--- config.mk ---
export PLATFORM = sky130hd
export DESIGN_NAME = gpu_command_validator_flat
export DESIGN_NICKNAME = d
export VERILOG_FILES = /design/src/hdl/gcv_pkg.sv /design/src/hdl/gcv_if.sv /design/src/hdl/gcv_front.sv /design/src/hdl/gcv_queue.sv /design/src/hdl/gcv_back.sv /design/src/hdl/gpu_command_validator.sv /design/src/flat_wrapper.sv
export SDC_FILE = /design/constraint.sdc
export NUM_CORES = 2
export LEC_CHECK = 0
export BUFFER_PORTS_ARGS = -buffer_cell sky130_fd_sc_hd__buf_2
export CORE_UTILIZATION = 45
export DETAILED_ROUTE_END_ITERATION = 12
export SLEW_MARGIN = 15
export SYNTH_ARGS = -nofsm -noshare
export SYNTH_HDL_FRONTEND = slang
export SYNTH_SLANG_ARGS = --single-unit
--- constraint.sdc ---
create_clock -name clk -period 10.9 [get_ports clk]
set_clock_uncertainty 0.2 [all_clocks]
set_input_delay 1.09 -clock clk [delete_from_list [all_inputs] [get_ports clk]]
set_output_delay 1.09 -clock clk [all_outputs]
set_load 0.005 [all_outputs]
--- src/hdl/gcv_pkg.sv ---
`default_nettype none
package gcv_pkg;

    localparam int MAX_SCANOUTS = 16;
    localparam int QUEUE_DEPTH  = 4;
    localparam int QUEUE_AW     = $clog2(QUEUE_DEPTH);

    localparam logic [31:0] LIM31        = 32'h7FFF_FFFF;
    localparam logic [31:0] HDR_BYTES    = 32'd24;
    localparam logic [31:0] TRAIL_BASE   = 32'd32;
    localparam logic [31:0] NAME_MAX     = 32'd64;
    localparam logic [15:0] MAX_BYTES_RST = 16'd4096;

    // w*h*4 <= 2^31-1  <=>  w*h < 2^29
    localparam int AREA_W     = 62;
    localparam int AREA_LIMIT = 29;

    localparam logic [31:0] TYPE_GET_DISPLAY_INFO = 32'h0000_0100;
    localparam logic [31:0] TYPE_RES_CREATE_2D    = 32'h0000_0101;
    localparam logic [31:0] TYPE_RES_UNREF        = 32'h0000_0102;
    localparam logic [31:0] TYPE_SET_SCANOUT      = 32'h0000_0103;
    localparam logic [31:0] TYPE_RES_FLUSH        = 32'h0000_0104;
    localparam logic [31:0] TYPE_XFER_TO_HOST_2D  = 32'h0000_0105;
    localparam logic [31:0] TYPE_ATTACH_BACKING   = 32'h0000_0106;
    localparam logic [31:0] TYPE_DETACH_BACKING   = 32'h0000_0107;
    localparam logic [31:0] TYPE_GET_CAPSET_INFO  = 32'h0000_0108;
    localparam logic [31:0] TYPE_GET_CAPSET       = 32'h0000_0109;
    localparam logic [31:0] TYPE_CTX_CREATE       = 32'h0000_0200;
    localparam logic [31:0] TYPE_CTX_DESTROY      = 32'h0000_0201;
    localparam logic [31:0] TYPE_CTX_ATTACH_RES   = 32'h0000_0202;
    localparam logic [31:0] TYPE_CTX_DETACH_RES   = 32'h0000_0203;
    localparam logic [31:0] TYPE_RES_CREATE_3D    = 32'h0000_0204;
    localparam logic [31:0] TYPE_XFER_TO_HOST_3D  = 32'h0000_0205;
    localparam logic [31:0] TYPE_XFER_FROM_HOST_3D = 32'h0000_0206;
    localparam logic [31:0] TYPE_SUBMIT_3D        = 32'h0000_0207;

    typedef enum logic [2:0] {
        ST_OK       = 3'd0,
        ST_UNSPEC   = 3'd1,
        ST_OOM      = 3'd2,
        ST_SCANOUT  = 3'd3,
        ST_RESOURCE = 3'd4,
        ST_CONTEXT  = 3'd5,
        ST_PARAM    = 3'd6
    } status_t;

    typedef enum logic [0:0] {
        CFG_STRICT    = 1'b0,
        CFG_MAX_BYTES = 1'b1
    } cfg_index_t;

    typedef enum logic [3:0] {
        CK_DISPLAY,
        CK_CREATE_2D,
        CK_UNREF,
        CK_SET_SCANOUT,
        CK_FLUSH,
        CK_XFER_2D,
        CK_ATTACH,
        CK_CAPSET,
        CK_CTX_CREATE,
        CK_CTX_DESTROY,
        CK_CTX_RES,
        CK_CREATE_3D,
        CK_XFER_3D,
        CK_SUBMIT,
        CK_UNKNOWN
    } cmd_kind_t;

    typedef struct packed {
        cmd_kind_t   kind;
        logic        len_short;
        logic        len_long;
        logic        len_gt32;
        logic        len_match;
        logic        ctx_zero;
        logic        rid_zero;
        logic        strict;
        logic        sid_bad;
        logic        xy_bad;
        logic        zd_bad;
        logic        wh_bad;
        logic        fmt_ok;
        logic        aux_big;
        logic [30:0] width;
        logic [30:0] height;
    } cmd_info_t;

endpackage
`default_nettype wire

--- src/hdl/gcv_if.sv ---
`default_nettype none
interface gcv_cmd_if;
    logic        valid;
    logic        ready;
    logic [31:0] command_type;
    logic [31:0] byte_count;
    logic [31:0] context_id;
    logic [31:0] res_id;
    logic [31:0] display_index;
    logic [31:0] rect_x;
    logic [31:0] rect_y;
    logic [31:0] rect_z;
    logic [31:0] rect_width;
    logic [31:0] rect_height;
    logic [31:0] rect_depth;
    logic [31:0] aux_value;

    modport source (
        output valid, command_type, byte_count, context_id, res_id, display_index,
               rect_x, rect_y, rect_z, rect_width, rect_height, rect_depth, aux_value,
        input  ready
    );
    modport sink (
        input  valid, command_type, byte_count, context_id, res_id, display_index,
               rect_x, rect_y, rect_z, rect_width, rect_height, rect_depth, aux_value,
        output ready
    );
endinterface

interface gcv_status_if;
    import gcv_pkg::*;
    logic    valid;
    logic    ready;
    status_t status;

    modport source (output valid, status, input ready);
    modport sink (input valid, status, output ready);
endinterface

interface gcv_cfg_if;
    import gcv_pkg::*;
    logic        valid;
    logic        ready;
    cfg_index_t  index;
    logic [15:0] data;

    modport source (output valid, index, data, input ready);
    modport sink (input valid, index, data, output ready);
endinterface
`default_nettype wire

--- src/hdl/gcv_front.sv ---
`default_nettype none
module gcv_front (
    gcv_cmd_if.sink           cmd,
    input  wire logic         strict,
    input  wire logic [15:0]  max_bytes,
    input  wire logic         queue_full,
    output logic              push,
    output gcv_pkg::cmd_info_t info
);
    import gcv_pkg::*;

    cmd_kind_t   kind;
    logic [6:0]  exact_len;
    logic        exact_eq;
    logic        attach_eq;
    logic        submit_eq;
    logic        fmt_ok;

    assign cmd.ready = !queue_full;
    assign push      = cmd.valid && !queue_full;

    always_comb
    begin
        case (cmd.command_type)
            TYPE_GET_DISPLAY_INFO:  kind = CK_DISPLAY;
            TYPE_RES_CREATE_2D:     kind = CK_CREATE_2D;
            TYPE_RES_UNREF:         kind = CK_UNREF;
            TYPE_DETACH_BACKING:    kind = CK_UNREF;
            TYPE_SET_SCANOUT:       kind = CK_SET_SCANOUT;
            TYPE_RES_FLUSH:         kind = CK_FLUSH;
            TYPE_XFER_TO_HOST_2D:   kind = CK_XFER_2D;
            TYPE_ATTACH_BACKING:    kind = CK_ATTACH;
            TYPE_GET_CAPSET_INFO:   kind = CK_CAPSET;
            TYPE_GET_CAPSET:        kind = CK_CAPSET;
            TYPE_CTX_CREATE:        kind = CK_CTX_CREATE;
            TYPE_CTX_DESTROY:       kind = CK_CTX_DESTROY;
            TYPE_CTX_ATTACH_RES:    kind = CK_CTX_RES;
            TYPE_CTX_DETACH_RES:    kind = CK_CTX_RES;
            TYPE_RES_CREATE_3D:     kind = CK_CREATE_3D;
            TYPE_XFER_TO_HOST_3D:   kind = CK_XFER_3D;
            TYPE_XFER_FROM_HOST_3D: kind = CK_XFER_3D;
            TYPE_SUBMIT_3D:         kind = CK_SUBMIT;
            default:                kind = CK_UNKNOWN;
        endcase
    end

    // struct sizes per the published layout
    always_comb
    begin
        case (kind)
            CK_DISPLAY, CK_CTX_DESTROY:        exact_len = 7'd24;
            CK_UNREF, CK_CAPSET, CK_CTX_RES:   exact_len = 7'd32;
            CK_CREATE_2D:                      exact_len = 7'd40;
            CK_SET_SCANOUT, CK_FLUSH:          exact_len = 7'd48;
            CK_XFER_2D:                        exact_len = 7'd56;
            CK_CREATE_3D, CK_XFER_3D:          exact_len = 7'd72;
            CK_CTX_CREATE:                     exact_len = 7'd96;
            default:                           exact_len = 7'd0;
        endcase
    end

    always_comb
    begin
        case (cmd.aux_value)
            32'd1, 32'd2, 32'd3, 32'd4, 32'd67, 32'd68, 32'd121, 32'd134: fmt_ok = 1'b1;
            default: fmt_ok = 1'b0;
        endcase
    end

    assign exact_eq  = cmd.byte_count == {25'd0, exact_len};
    assign attach_eq = ({1'b0, cmd.aux_value, 4'b0000} + {5'd0, TRAIL_BASE})
                       == {5'd0, cmd.byte_count};
    assign submit_eq = ({1'b0, cmd.aux_value} + {1'b0, TRAIL_BASE})
                       == {1'b0, cmd.byte_count};

    always_comb
    begin
        info.kind      = kind;
        info.len_short = cmd.byte_count < HDR_BYTES;
        info.len_long  = cmd.byte_count > {16'd0, max_bytes};
        info.len_gt32  = cmd.byte_count > TRAIL_BASE;
        info.len_match = (kind == CK_ATTACH) ? attach_eq :
                         (kind == CK_SUBMIT) ? submit_eq : exact_eq;
        info.ctx_zero  = cmd.context_id == 32'd0;
        info.rid_zero  = cmd.res_id == 32'd0;
        info.strict    = strict;
        info.sid_bad   = cmd.display_index >= 32'(MAX_SCANOUTS);
        info.xy_bad    = (cmd.rect_x > LIM31) || (cmd.rect_y > LIM31);
        info.zd_bad    = (cmd.rect_z > LIM31) || (cmd.rect_depth > LIM31);
        info.wh_bad    = (cmd.rect_width == 32'd0) || (cmd.rect_width > LIM31) ||
                         (cmd.rect_height == 32'd0) || (cmd.rect_height > LIM31);
        info.fmt_ok    = fmt_ok;
        info.aux_big   = cmd.aux_value > NAME_MAX;
        info.width     = cmd.rect_width[30:0];
        info.height    = cmd.rect_height[30:0];
    end

endmodule
`default_nettype wire

--- src/hdl/gcv_queue.sv ---
`default_nettype none
module gcv_queue (
    input  wire logic               clk,
    input  wire logic               rst_n,
    input  wire logic               push,
    input  wire gcv_pkg::cmd_info_t push_info,
    output logic                    full,
    input  wire logic               pop,
    output gcv_pkg::cmd_info_t      pop_info,
    output logic                    empty
);
    import gcv_pkg::*;

    cmd_info_t           store_reg [QUEUE_DEPTH];
    logic [QUEUE_AW:0]   wr_ptr_reg;
    logic [QUEUE_AW:0]   wr_ptr_next;
    logic [QUEUE_AW:0]   rd_ptr_reg;
    logic [QUEUE_AW:0]   rd_ptr_next;

    assign empty = wr_ptr_reg == rd_ptr_reg;
    assign full  = (wr_ptr_reg[QUEUE_AW] != rd_ptr_reg[QUEUE_AW]) &&
                   (wr_ptr_reg[QUEUE_AW-1:0] == rd_ptr_reg[QUEUE_AW-1:0]);

    assign wr_ptr_next = push ? wr_ptr_reg + 1'b1 : wr_ptr_reg;
    assign rd_ptr_next = pop ? rd_ptr_reg + 1'b1 : rd_ptr_reg;
    assign pop_info    = store_reg[rd_ptr_reg[QUEUE_AW-1:0]];

    always_ff @(posedge clk or negedge rst_n)
    begin
        if (!rst_n)
        begin
            wr_ptr_reg <= '0;
            rd_ptr_reg <= '0;
        end
        else
        begin
            wr_ptr_reg <= wr_ptr_next;
            rd_ptr_reg <= rd_ptr_next;
        end
    end

    always_ff @(posedge clk)
    begin
        if (push)
        begin
            store_reg[wr_ptr_reg[QUEUE_AW-1:0]] <= push_info;
        end
    end

endmodule
`default_nettype wire

--- src/hdl/gcv_back.sv ---
`default_nettype none
module gcv_back (
    input  wire logic               clk,
    input  wire logic               rst_n,
    input  wire logic               queue_empty,
    input  wire gcv_pkg::cmd_info_t head_info,
    output logic                    pop,
    gcv_status_if.source            rsp
);
    import gcv_pkg::*;

    logic              a_valid_reg;
    logic              a_valid_next;
    cmd_info_t         a_info_reg;
    logic [AREA_W-1:0] a_area_reg;
    logic              out_valid_reg;
    logic              out_valid_next;
    status_t           out_status_reg;
    status_t           status_next;
    logic              out_adv;
    logic              a_adv;
    logic              area_ok;
    logic              rect_fail;
    logic              size_fail;

    assign out_adv = !out_valid_reg || rsp.ready;
    assign a_adv   = !a_valid_reg || out_adv;
    assign pop     = a_adv && !queue_empty;

    assign a_valid_next   = pop ? 1'b1 : (out_adv ? 1'b0 : a_valid_reg);
    assign out_valid_next = out_adv ? a_valid_reg : out_valid_reg;

    assign area_ok   = a_area_reg[AREA_W-1:AREA_LIMIT] == '0;
    assign size_fail = a_info_reg.wh_bad || !area_ok;
    assign rect_fail = a_info_reg.xy_bad || size_fail;

    always_comb
    begin
        status_next = ST_OK;
        if (a_info_reg.len_short)
        begin
            status_next = ST_PARAM;
        end
        else if (a_info_reg.len_long)
        begin
            status_next = ST_OOM;
        end
        else
        begin
            case (a_info_reg.kind)
                CK_DISPLAY, CK_CAPSET:
                    status_next = a_info_reg.len_match ? ST_OK : ST_PARAM;
                CK_CREATE_2D:
                    if (!a_info_reg.len_match) status_next = ST_PARAM;
                    else if (a_info_reg.rid_zero) status_next = ST_RESOURCE;
                    else if (size_fail || !a_info_reg.fmt_ok) status_next = ST_PARAM;
                CK_UNREF:
                    if (!a_info_reg.len_match) status_next = ST_PARAM;
                    else if (a_info_reg.rid_zero) status_next = ST_RESOURCE;
                CK_SET_SCANOUT:
                    if (!a_info_reg.len_match) status_next = ST_PARAM;
                    else if (a_info_reg.sid_bad) status_next = ST_SCANOUT;
                    else if (!a_info_reg.rid_zero && rect_fail) status_next = ST_PARAM;
                CK_FLUSH:
                    if (!a_info_reg.len_match) status_next = ST_PARAM;
                    else if (a_info_reg.strict && a_info_reg.rid_zero)
                        status_next = ST_RESOURCE;
                    else if (rect_fail) status_next = ST_PARAM;
                CK_XFER_2D:
                    if (!a_info_reg.len_match) status_next = ST_PARAM;
                    else if (a_info_reg.rid_zero) status_next = ST_RESOURCE;
                    else if (rect_fail) status_next = ST_PARAM;
                CK_ATTACH:
                    if (!a_info_reg.len_gt32) status_next = ST_PARAM;
                    else if (a_info_reg.rid_zero) status_next = ST_RESOURCE;
                    else if (!a_info_reg.len_match) status_next = ST_PARAM;
                CK_CTX_CREATE:
                    if (!a_info_reg.len_match) status_next = ST_PARAM;
                    else if (a_info_reg.ctx_zero) status_next = ST_CONTEXT;
                    else if (a_info_reg.aux_big) status_next = ST_PARAM;
                CK_CTX_DESTROY:
                    if (!a_info_reg.len_match) status_next = ST_PARAM;
                    else if (a_info_reg.ctx_zero) status_next = ST_CONTEXT;
                CK_CTX_RES:
                    if (!a_info_reg.len_match) status_next = ST_PARAM;
                    else if (a_info_reg.ctx_zero) status_next = ST_CONTEXT;
                    else if (a_info_reg.strict && a_info_reg.rid_zero)
                        status_next = ST_RESOURCE;
                CK_CREATE_3D:
                    if (!a_info_reg.len_match) status_next = ST_PARAM;
                    else if (a_info_reg.rid_zero) status_next = ST_RESOURCE;
                    else if (size_fail) status_next = ST_PARAM;
                CK_XFER_3D:
                    if (!a_info_reg.len_match) status_next = ST_PARAM;
                    else if (a_info_reg.ctx_zero) status_next = ST_CONTEXT;
                    else if (a_info_reg.rid_zero) status_next = ST_RESOURCE;
                    else if (a_info_reg.zd_bad || rect_fail) status_next = ST_PARAM;
                CK_SUBMIT:
                    if (!a_info_reg.len_gt32) status_next = ST_PARAM;
                    else if (a_info_reg.ctx_zero) status_next = ST_CONTEXT;
                    else if (!a_info_reg.len_match) status_next = ST_PARAM;
                default:
                    status_next = ST_UNSPEC;
            endcase
        end
    end

    always_ff @(posedge clk or negedge rst_n)
    begin
        if (!rst_n)
        begin
            a_valid_reg   <= 1'b0;
            out_valid_reg <= 1'b0;
        end
        else
        begin
            a_valid_reg   <= a_valid_next;
            out_valid_reg <= out_valid_next;
        end
    end

    // width*height product, registered before the status decision
    always_ff @(posedge clk)
    begin
        if (pop)
        begin
            a_info_reg <= head_info;
            a_area_reg <= {31'd0, head_info.width} * {31'd0, head_info.height};
        end
        if (out_adv && a_valid_reg)
        begin
            out_status_reg <= status_next;
        end
    end

    assign rsp.valid  = out_valid_reg;
    assign rsp.status = out_status_reg;

endmodule
`default_nettype wire

--- src/hdl/gpu_command_validator.sv ---
`default_nettype none
// Control-queue command validator. Each beat on cmd is one parsed command; each beat on
// rsp is its status, in order. The block takes one command per clock when rsp is not
// stalled; a command passes through classification into a four-entry queue, the
// registered width*height multiply and the status register. The queue lets commands
// keep arriving for up to six beats while rsp is held. cfg is always ready; write it
// only while no command is in flight.
module gpu_command_validator (
    input  wire logic     clk,
    input  wire logic     rst_n,
    gcv_cmd_if.sink       cmd,
    gcv_cfg_if.sink       cfg,
    gcv_status_if.source  rsp
);
    import gcv_pkg::*;

    logic        strict_reg;
    logic        strict_next;
    logic [15:0] max_bytes_reg;
    logic [15:0] max_bytes_next;
    logic        push;
    logic        pop;
    logic        queue_full;
    logic        queue_empty;
    cmd_info_t   push_info;
    cmd_info_t   head_info;

    assign cfg.ready = 1'b1;

    assign strict_next    = (cfg.valid && cfg.index == CFG_STRICT) ? cfg.data[0] : strict_reg;
    assign max_bytes_next = (cfg.valid && cfg.index == CFG_MAX_BYTES) ? cfg.data
                                                                      : max_bytes_reg;

    always_ff @(posedge clk or negedge rst_n)
    begin
        if (!rst_n)
        begin
            strict_reg    <= 1'b0;
            max_bytes_reg <= MAX_BYTES_RST;
        end
        else
        begin
            strict_reg    <= strict_next;
            max_bytes_reg <= max_bytes_next;
        end
    end

    gcv_front u_front (
        .cmd        (cmd),
        .strict     (strict_reg),
        .max_bytes  (max_bytes_reg),
        .queue_full (queue_full),
        .push       (push),
        .info       (push_info)
    );

    gcv_queue u_queue (
        .clk       (clk),
        .rst_n     (rst_n),
        .push      (push),
        .push_info (push_info),
        .full      (queue_full),
        .pop       (pop),
        .pop_info  (head_info),
        .empty     (queue_empty)
    );

    gcv_back u_back (
        .clk         (clk),
        .rst_n       (rst_n),
        .queue_empty (queue_empty),
        .head_info   (head_info),
        .pop         (pop),
        .rsp         (rsp)
    );

endmodule
`default_nettype wire

--- src/flat_wrapper.sv ---
// flat-port wrapper written by rule: the top's interface ports become plain ports
module gpu_command_validator_flat import gcv_pkg::*;
  (clk, rst_n, cmd_valid, cmd_command_type, cmd_byte_count, cmd_context_id, cmd_res_id, cmd_display_index, cmd_rect_x, cmd_rect_y, cmd_rect_z, cmd_rect_width, cmd_rect_height, cmd_rect_depth, cmd_aux_value, cmd_ready, cfg_valid, cfg_index, cfg_data, cfg_ready, rsp_valid, rsp_status, rsp_ready);
  gcv_cmd_if cmd_i ();
  gcv_cfg_if cfg_i ();
  gcv_status_if rsp_i ();
  input  wire logic clk;
  input  wire logic rst_n;
  input wire logic [$bits(cmd_i.valid)-1:0] cmd_valid;
  input wire logic [$bits(cmd_i.command_type)-1:0] cmd_command_type;
  input wire logic [$bits(cmd_i.byte_count)-1:0] cmd_byte_count;
  input wire logic [$bits(cmd_i.context_id)-1:0] cmd_context_id;
  input wire logic [$bits(cmd_i.res_id)-1:0] cmd_res_id;
  input wire logic [$bits(cmd_i.display_index)-1:0] cmd_display_index;
  input wire logic [$bits(cmd_i.rect_x)-1:0] cmd_rect_x;
  input wire logic [$bits(cmd_i.rect_y)-1:0] cmd_rect_y;
  input wire logic [$bits(cmd_i.rect_z)-1:0] cmd_rect_z;
  input wire logic [$bits(cmd_i.rect_width)-1:0] cmd_rect_width;
  input wire logic [$bits(cmd_i.rect_height)-1:0] cmd_rect_height;
  input wire logic [$bits(cmd_i.rect_depth)-1:0] cmd_rect_depth;
  input wire logic [$bits(cmd_i.aux_value)-1:0] cmd_aux_value;
  output wire logic [$bits(cmd_i.ready)-1:0] cmd_ready;
  input wire logic [$bits(cfg_i.valid)-1:0] cfg_valid;
  input wire logic [$bits(cfg_i.index)-1:0] cfg_index;
  input wire logic [$bits(cfg_i.data)-1:0] cfg_data;
  output wire logic [$bits(cfg_i.ready)-1:0] cfg_ready;
  output wire logic [$bits(rsp_i.valid)-1:0] rsp_valid;
  output wire logic [$bits(rsp_i.status)-1:0] rsp_status;
  input wire logic [$bits(rsp_i.ready)-1:0] rsp_ready;
  assign cmd_i.valid = cmd_valid;
  assign cmd_i.command_type = cmd_command_type;
  assign cmd_i.byte_count = cmd_byte_count;
  assign cmd_i.context_id = cmd_context_id;
  assign cmd_i.res_id = cmd_res_id;
  assign cmd_i.display_index = cmd_display_index;
  assign cmd_i.rect_x = cmd_rect_x;
  assign cmd_i.rect_y = cmd_rect_y;
  assign cmd_i.rect_z = cmd_rect_z;
  assign cmd_i.rect_width = cmd_rect_width;
  assign cmd_i.rect_height = cmd_rect_height;
  assign cmd_i.rect_depth = cmd_rect_depth;
  assign cmd_i.aux_value = cmd_aux_value;
  assign cmd_ready = cmd_i.ready;
  assign cfg_i.valid = cfg_valid;
  assign cfg_i.index = cfg_index;
  assign cfg_i.data = cfg_data;
  assign cfg_ready = cfg_i.ready;
  assign rsp_valid = rsp_i.valid;
  assign rsp_status = rsp_i.status;
  assign rsp_i.ready = rsp_ready;
  gpu_command_validator u_core (.clk(clk), .rst_n(rst_n), .cmd(cmd_i), .cfg(cfg_i), .rsp(rsp_i));
endmodule
Word level (Yosys, flattened, before mapping):

Memories as Yosys holds them, arrays and structs flattened.
Index checks and enable logic that the tools add are counted.

* bits in registers: 107
* bits in writable memories: 316
* bits in read-only memories: 64
* bits of input ports: 406
* memories kept: 2

Memory list
* u_core.u_queue.store_reg: words 4, width 79, rd ports 1, clocked after Yosys merged registers in 0, wr ports 1, RTL line gcv_queue.sv:14 `cmd_info_t store_reg [QUEUE_DEPTH];`
* (no name shown): words 16, width 4, rd ports 1, clocked after Yosys merged registers in 0, wr ports 0, RTL line gcv_front.sv:50 `case (kind)`

* add/sub/neg operators: 4
* $mul: 1
* $lt $le $gt $ge: 11
* equality and inequality tests: 47
* muxes and demuxes: 43
* bitwise gates (word level): 1
* reduce and logical (&&, ||, !) cells: 40

Operator list (count)
* $eq A32 B9 Y1 const B: 10
* $eq A32 B10 Y1 const B: 8
* $gt A32 B31 Y1 const B: 6
* $logic_not A32 Y1: 4
* $mux W3: 34
* $eq A32 B7 Y1 const B: 3
* $eq A32 B2 Y1 const B: 2
* $mul A31 B31 Y62: 1
* $pmux W4 S14: 1
* $pmux W3 S13: 1
* $add A36 B6 Y37 const B: 1
* $eq A37 B32 Y1: 1
* $add A32 B6 Y33 const B: 1
* $eq A33 B32 Y1: 1
* $logic_not A33 Y1: 1
* $eq A32 B1 Y1 const B: 1
* $eq A32 B3 Y1 const B: 1
* $eq A32 B7 Y1: 1
* $eq A32 B8 Y1 const B: 1
* $ge A32 B5 Y1 const B: 1
* $gt A32 B16 Y1: 1
* $gt A32 B6 Y1 const B: 1
* $gt A32 B7 Y1 const B: 1
* $lt A32 B5 Y1 const B: 1
* 17 further kinds: 63

Logic depth before layout (Yosys ltp):

* word-level depth: 11
* depth in mapped cells: 36
* gate-level depth less buffers: 32

Modules after synthesis:

Synthesis repeated with hierarchy kept, for this count alone.

* cells, all modules: 4609
* area, all modules: 49160.9 sq um

Modules (own cells, without submodules)
* gcv_back: times used 1, cells an instance 3550, area an instance 32785.2 sq um, seq. area each 1641.6 sq um
* gcv_queue: times used 1, cells an instance 443, area an instance 11827.6 sq um, seq. area each 9639.2 sq um
* gcv_front: times used 1, cells an instance 577, area an instance 3843.7 sq um, seq. area each 0.0 sq um
* gpu_command_validator: times used 1, cells an instance 39, area an instance 704.4 sq um, seq. area each 426.7 sq um

Least setup slack after synthesis:

OpenSTA, ideal clock, no wires.

* path type: register to register
* from: reg u_core.u_queue.rd_ptr_reg[1]
* to: reg u_core.u_back.a_area_reg[61], data pin
* setup time: 0.266 ns
* data arrival time: 9.038 ns
* required time: 10.434 ns
* slack: 1.396 ns
* stages on the path, launching flop included: 34
* path buffers: 4
* period minus slack after synthesis: 9.504 ns
* cells stage by stage: dfrtp_1 > buf_2 > buf_1 > clkbuf_1 > mux2i_1 > nand2_1 > o21ai_1 > clkbuf_1 > nor2_1 > fa_1 > fa_1 > fa_1 > inv_1 > fa_1 > inv_1 > fa_1 > inv_1 > fa_1 > inv_1 > fa_1 > inv_1 > fa_1 > inv_1 > ha_1 > and4_1 > a2111oi_0 > nand4_1 > o2111ai_2 > nor2b_4 > o21a_4 > o21bai_2 > a31o_4 > nor4_1 > nor3_2

* cells in the longest elaborated chain, start to end: 2

Ends and longest elaborated chain
* from (decl): RTL line gcv_queue.sv:17 `logic [QUEUE_AW:0] rd_ptr_reg;`
* from (signal assigned): RTL line gcv_queue.sv:38 `rd_ptr_reg <= rd_ptr_next;`
* $mem_v2 Z4 W79
* $mul A31 B31 Y62: RTL line gcv_back.sv:128 `a_area_reg <= {31'd0, head_info.width} * {31'd0, head_info.height};`
* to (signal assigned): RTL line gcv_back.sv:128
* to (decl): RTL line gcv_back.sv:15 `logic [AREA_W-1:0] a_area_reg;`

Every way passes these cells.
A chain may end at the register's enable or synchronous reset.

Worst setup path in the final report:

Ends and elaborated chain as after synthesis.

==> summary.md <==
| Metric | Value |
|---|---|
| Initial Utilization | `0.453` |
| Worst rel slew slack | `0.275` |
| Port buffer count | `282` |
| CTS H-tree depth | `2` |
| CP max FO | `40` |
| DP Wirelength | `approximately 110000 um` |
| Clock sink count | `about 400` |
| Min Tclk post-route | `between 10000 and 15000 ps` |
| Overflow after GRT | `0` |
| Post-CTS resize count | `0` |
| Share of layout cells above drive strength 1 | `0.132` |
| Top-Level Pins | `~410` |
| Multi-input gate area | `around 32000 um2` |
| Horiz. Die Dim | `roughly 330 um` |
| Clock tree buffer depth | `3` |
| Number of synthesized flops with an enable pin | `369` |
| First-pass GRT wire length | `~220000 um` |
| Top post-synthesis cells by area | `fa_1 (35%), edfxtp_1 (23%), ha_1 (7.3%), inv_1 (7.1%), nand2_1 (4.5%)` |
| Synth Area in Compound Gates | `0.0497` |
| Drt first pass iters | `5` |
| Finish-stage setup viols | `0` |
| Reg area | `11700 um2` |
| Final ANT Viol Nets | `0` |
| P&R area growth vs syn | `10.5%` |
| Least-Margin Pin Slew | `1080 ps` |
| Fillers | `between 9k and 10k` |
| XOR/XNOR Fraction of Synth Area | `0.0221` |
| Vias in the first global route | `35.9k` |
| CP required | `11020 ps` |
| Avg Synthesized Cell Area | `roughly 10 um2` |
| Placed cell count | `between 6k and 7k` |
| CP startpoint kind | `flop` |
| Most common cell on crit path | `fa_1` |
| Largest area contributor in the netlist | `fa_1` |
| Combinational family with the most area after synthesis | `adder cells` |
| Postcts setup bufs | `0` |
| YS warnings | `0` |
| Cells after synthesis | `~4.7k` |
| Hold_sp | `u_core.u_queue.rd_ptr_reg[2]` |
| Crit share post-route | `0.944` |
| Post-Syn Area | `~48000 um2` |
| Die ar. | `between 100000 and 150000 um2` |
| Post-synth top cells | `inv_1 (907), fa_1 (836), nand2_1 (574)` |
| Critical path data arrival time | `10410 ps` |
| Max cap viols | `0` |
| Post-synth net total | `~6.2k` |
| #FFs+latches synth | `~390` |
| Avg Vias per Cell | `between 5 and 6` |
| Initial DRC count | `around 3.0k` |
| Setup_tns | `0 ps` |
| Post-DR wirelength/cell | `22.5 um` |
| Dominant synthesized flop cell | `edfxtp_1` |
| Finished Layout Cells | `~6.4k` |
| Clock transition at path regs | `70 ps` |
| Post-synthesis mux area share | `0.0418` |
| FMAX | `0.0972 GHz` |
| Routed wire length | `around 140000 um` |
| Hold Crit Class | `flop to flop` |
| RR Startpoint | `u_core.u_queue.rd_ptr_reg[1]` |
| Hold Slack | `approximately 300 ps` |
| Die Ht | `327 um` |
| Number of placement rows | `roughly 120` |
| RSZ-0062 raised after global routing | `no` |
| Simple-gate share of the synthesized area | `0.126` |
| # hold bufs at CTS | `0` |
| CTS tree | `done` |
| Ys async rst share | `0.0635` |
| Hold path depth | `1` |
| Max reg flops | `approximately 320` |
| Fin. Hold Viols | `0` |
| Post-synth top area share | `0.351` |
| R2R cell count | `29` |
| Total vias in the final route | `approximately 35k` |
| Synth Area in Adders | `0.425` |
| Final worst-path setup slack | `around 610 ps` |
| Clk_lat worst skew | `approximately 600 ps` |
| Layout net count | `~6.5k` |
| Sequential fraction of the synthesis area | `0.246` |
| Largest net degree at the start of global routing | `just under 60` |
| Status | `complete, no violations` |
| DRC Markers | `0` |
| R2r setup slk | `around 610 ps` |
| Cell with the most instances after synthesis | `inv_1` |
| Initial antenna violation count | `7` |
| Crit end category | `flop` |
| Num CTS Buffers | `between 40 and 50` |
| Setup slack at placement | `824 ps` |
| Fin. max-slew vios | `0` |
| Number of distinct library cells after synthesis | `slightly below 80` |
| Routability cong. | `0.962` |
| Peak per-stage delay on the critical path | `730 ps` |
| Slowest-stage cell, CP | `o21ai_2` |
| Worst hold endpoint | `u_core.u_queue.rd_ptr_reg[2]` |
| Worst r2r dst | `u_core.u_back.a_area_reg[61]` |
| Global Route Usage Sum | `0.274` |
| Floorplan core area | `between 100000 and 150000 um2` |
| Crit Path Class | `flop to flop` |
| Root Buffer | `clkbuf_16` |
critical path: cells and delay by family (launching register included):
kind            cells  cell delay (ps)
fa+ha+maj           9             4540
buf+inv             6              790
simple gates        5              930
flops               1              610
mux                 1              400
compound gates      8             2440
area by class of cell:
| class | count | area share |
|---|---|---|
| clock buffers | 49 | 0.0200 |
| diodes | 6 | 0.000285 |
| flip-flops and latches | 394 | 0.222 |
| well taps | 1391 | 0.0330 |
| clock inverters | 26 | 0.00565 |
| inverters | 907 | 0.0646 |
| repair buffers | 445 | 0.0515 |
| multi-input cells | 3171 | 0.602 |
cells in the final DEF, fill, tap and decap left out, types with 62 or more instances in the layout:
cell type  count
buf_2        282
inv_1        907
nor2_1       559
mux2_2        74
nor4_1        72
ha_1         279
a21oi_1       62
fa_1         836
nand2_1      574
edfxtp_1     369
xnor2_1       63
buf_4        157
metrics by stage:
| stage | utilization | instance area [um2] |
|---|---|---|
| after floorplan | - | 47600 |
| after global placement | 0.488 | 51300 |
| after detailed placement | 0.488 | 51300 |
| after CTS | 0.501 | 52700 |
| after global routing | 0.501 | 52700 |
| final | 0.501 | 52700 |
cell families (layout without fill, tap and decap cells):
logic type,count (synthesis),in the layout
AOI/OAI and AO/OA,366,366
muxes,156,156
other,1,7
buffers and inverters,1138,1427
DFF,394,394
and+or+nand+nor,1413,1413
adders and majority gates,1115,1115
xor gates and xnor gates,120,120
worst max-delay path by stage:
stage                                       from                            to  slack, ps
finish              u_core.u_queue.rd_ptr_reg[1]  u_core.u_back.a_area_reg[61]        610
global route        u_core.u_queue.rd_ptr_reg[1]  u_core.u_back.a_area_reg[61]        290
CTS                 u_core.u_queue.rd_ptr_reg[1]  u_core.u_back.a_area_reg[61]        740
detailed placement  u_core.u_queue.rd_ptr_reg[1]  u_core.u_back.a_area_reg[61]        820
global placement    u_core.u_queue.rd_ptr_reg[1]  u_core.u_back.a_area_reg[61]        860
floorplan           u_core.u_queue.rd_ptr_reg[1]  u_core.u_back.a_area_reg[61]       1400
layer usage:
metal,part of all wire,up-vias,GRT usage
li1,-,15300,-
met1,0.41,17700,0.376
met2,0.46,1475,0.432
met3,0.094,284,0.0584
met4,0.039,6,0.0908
met5,0.00024,-,0
Power is not shown: default switching activity piles up to over one toggle a cycle in this logic, so the estimate is an artifact.
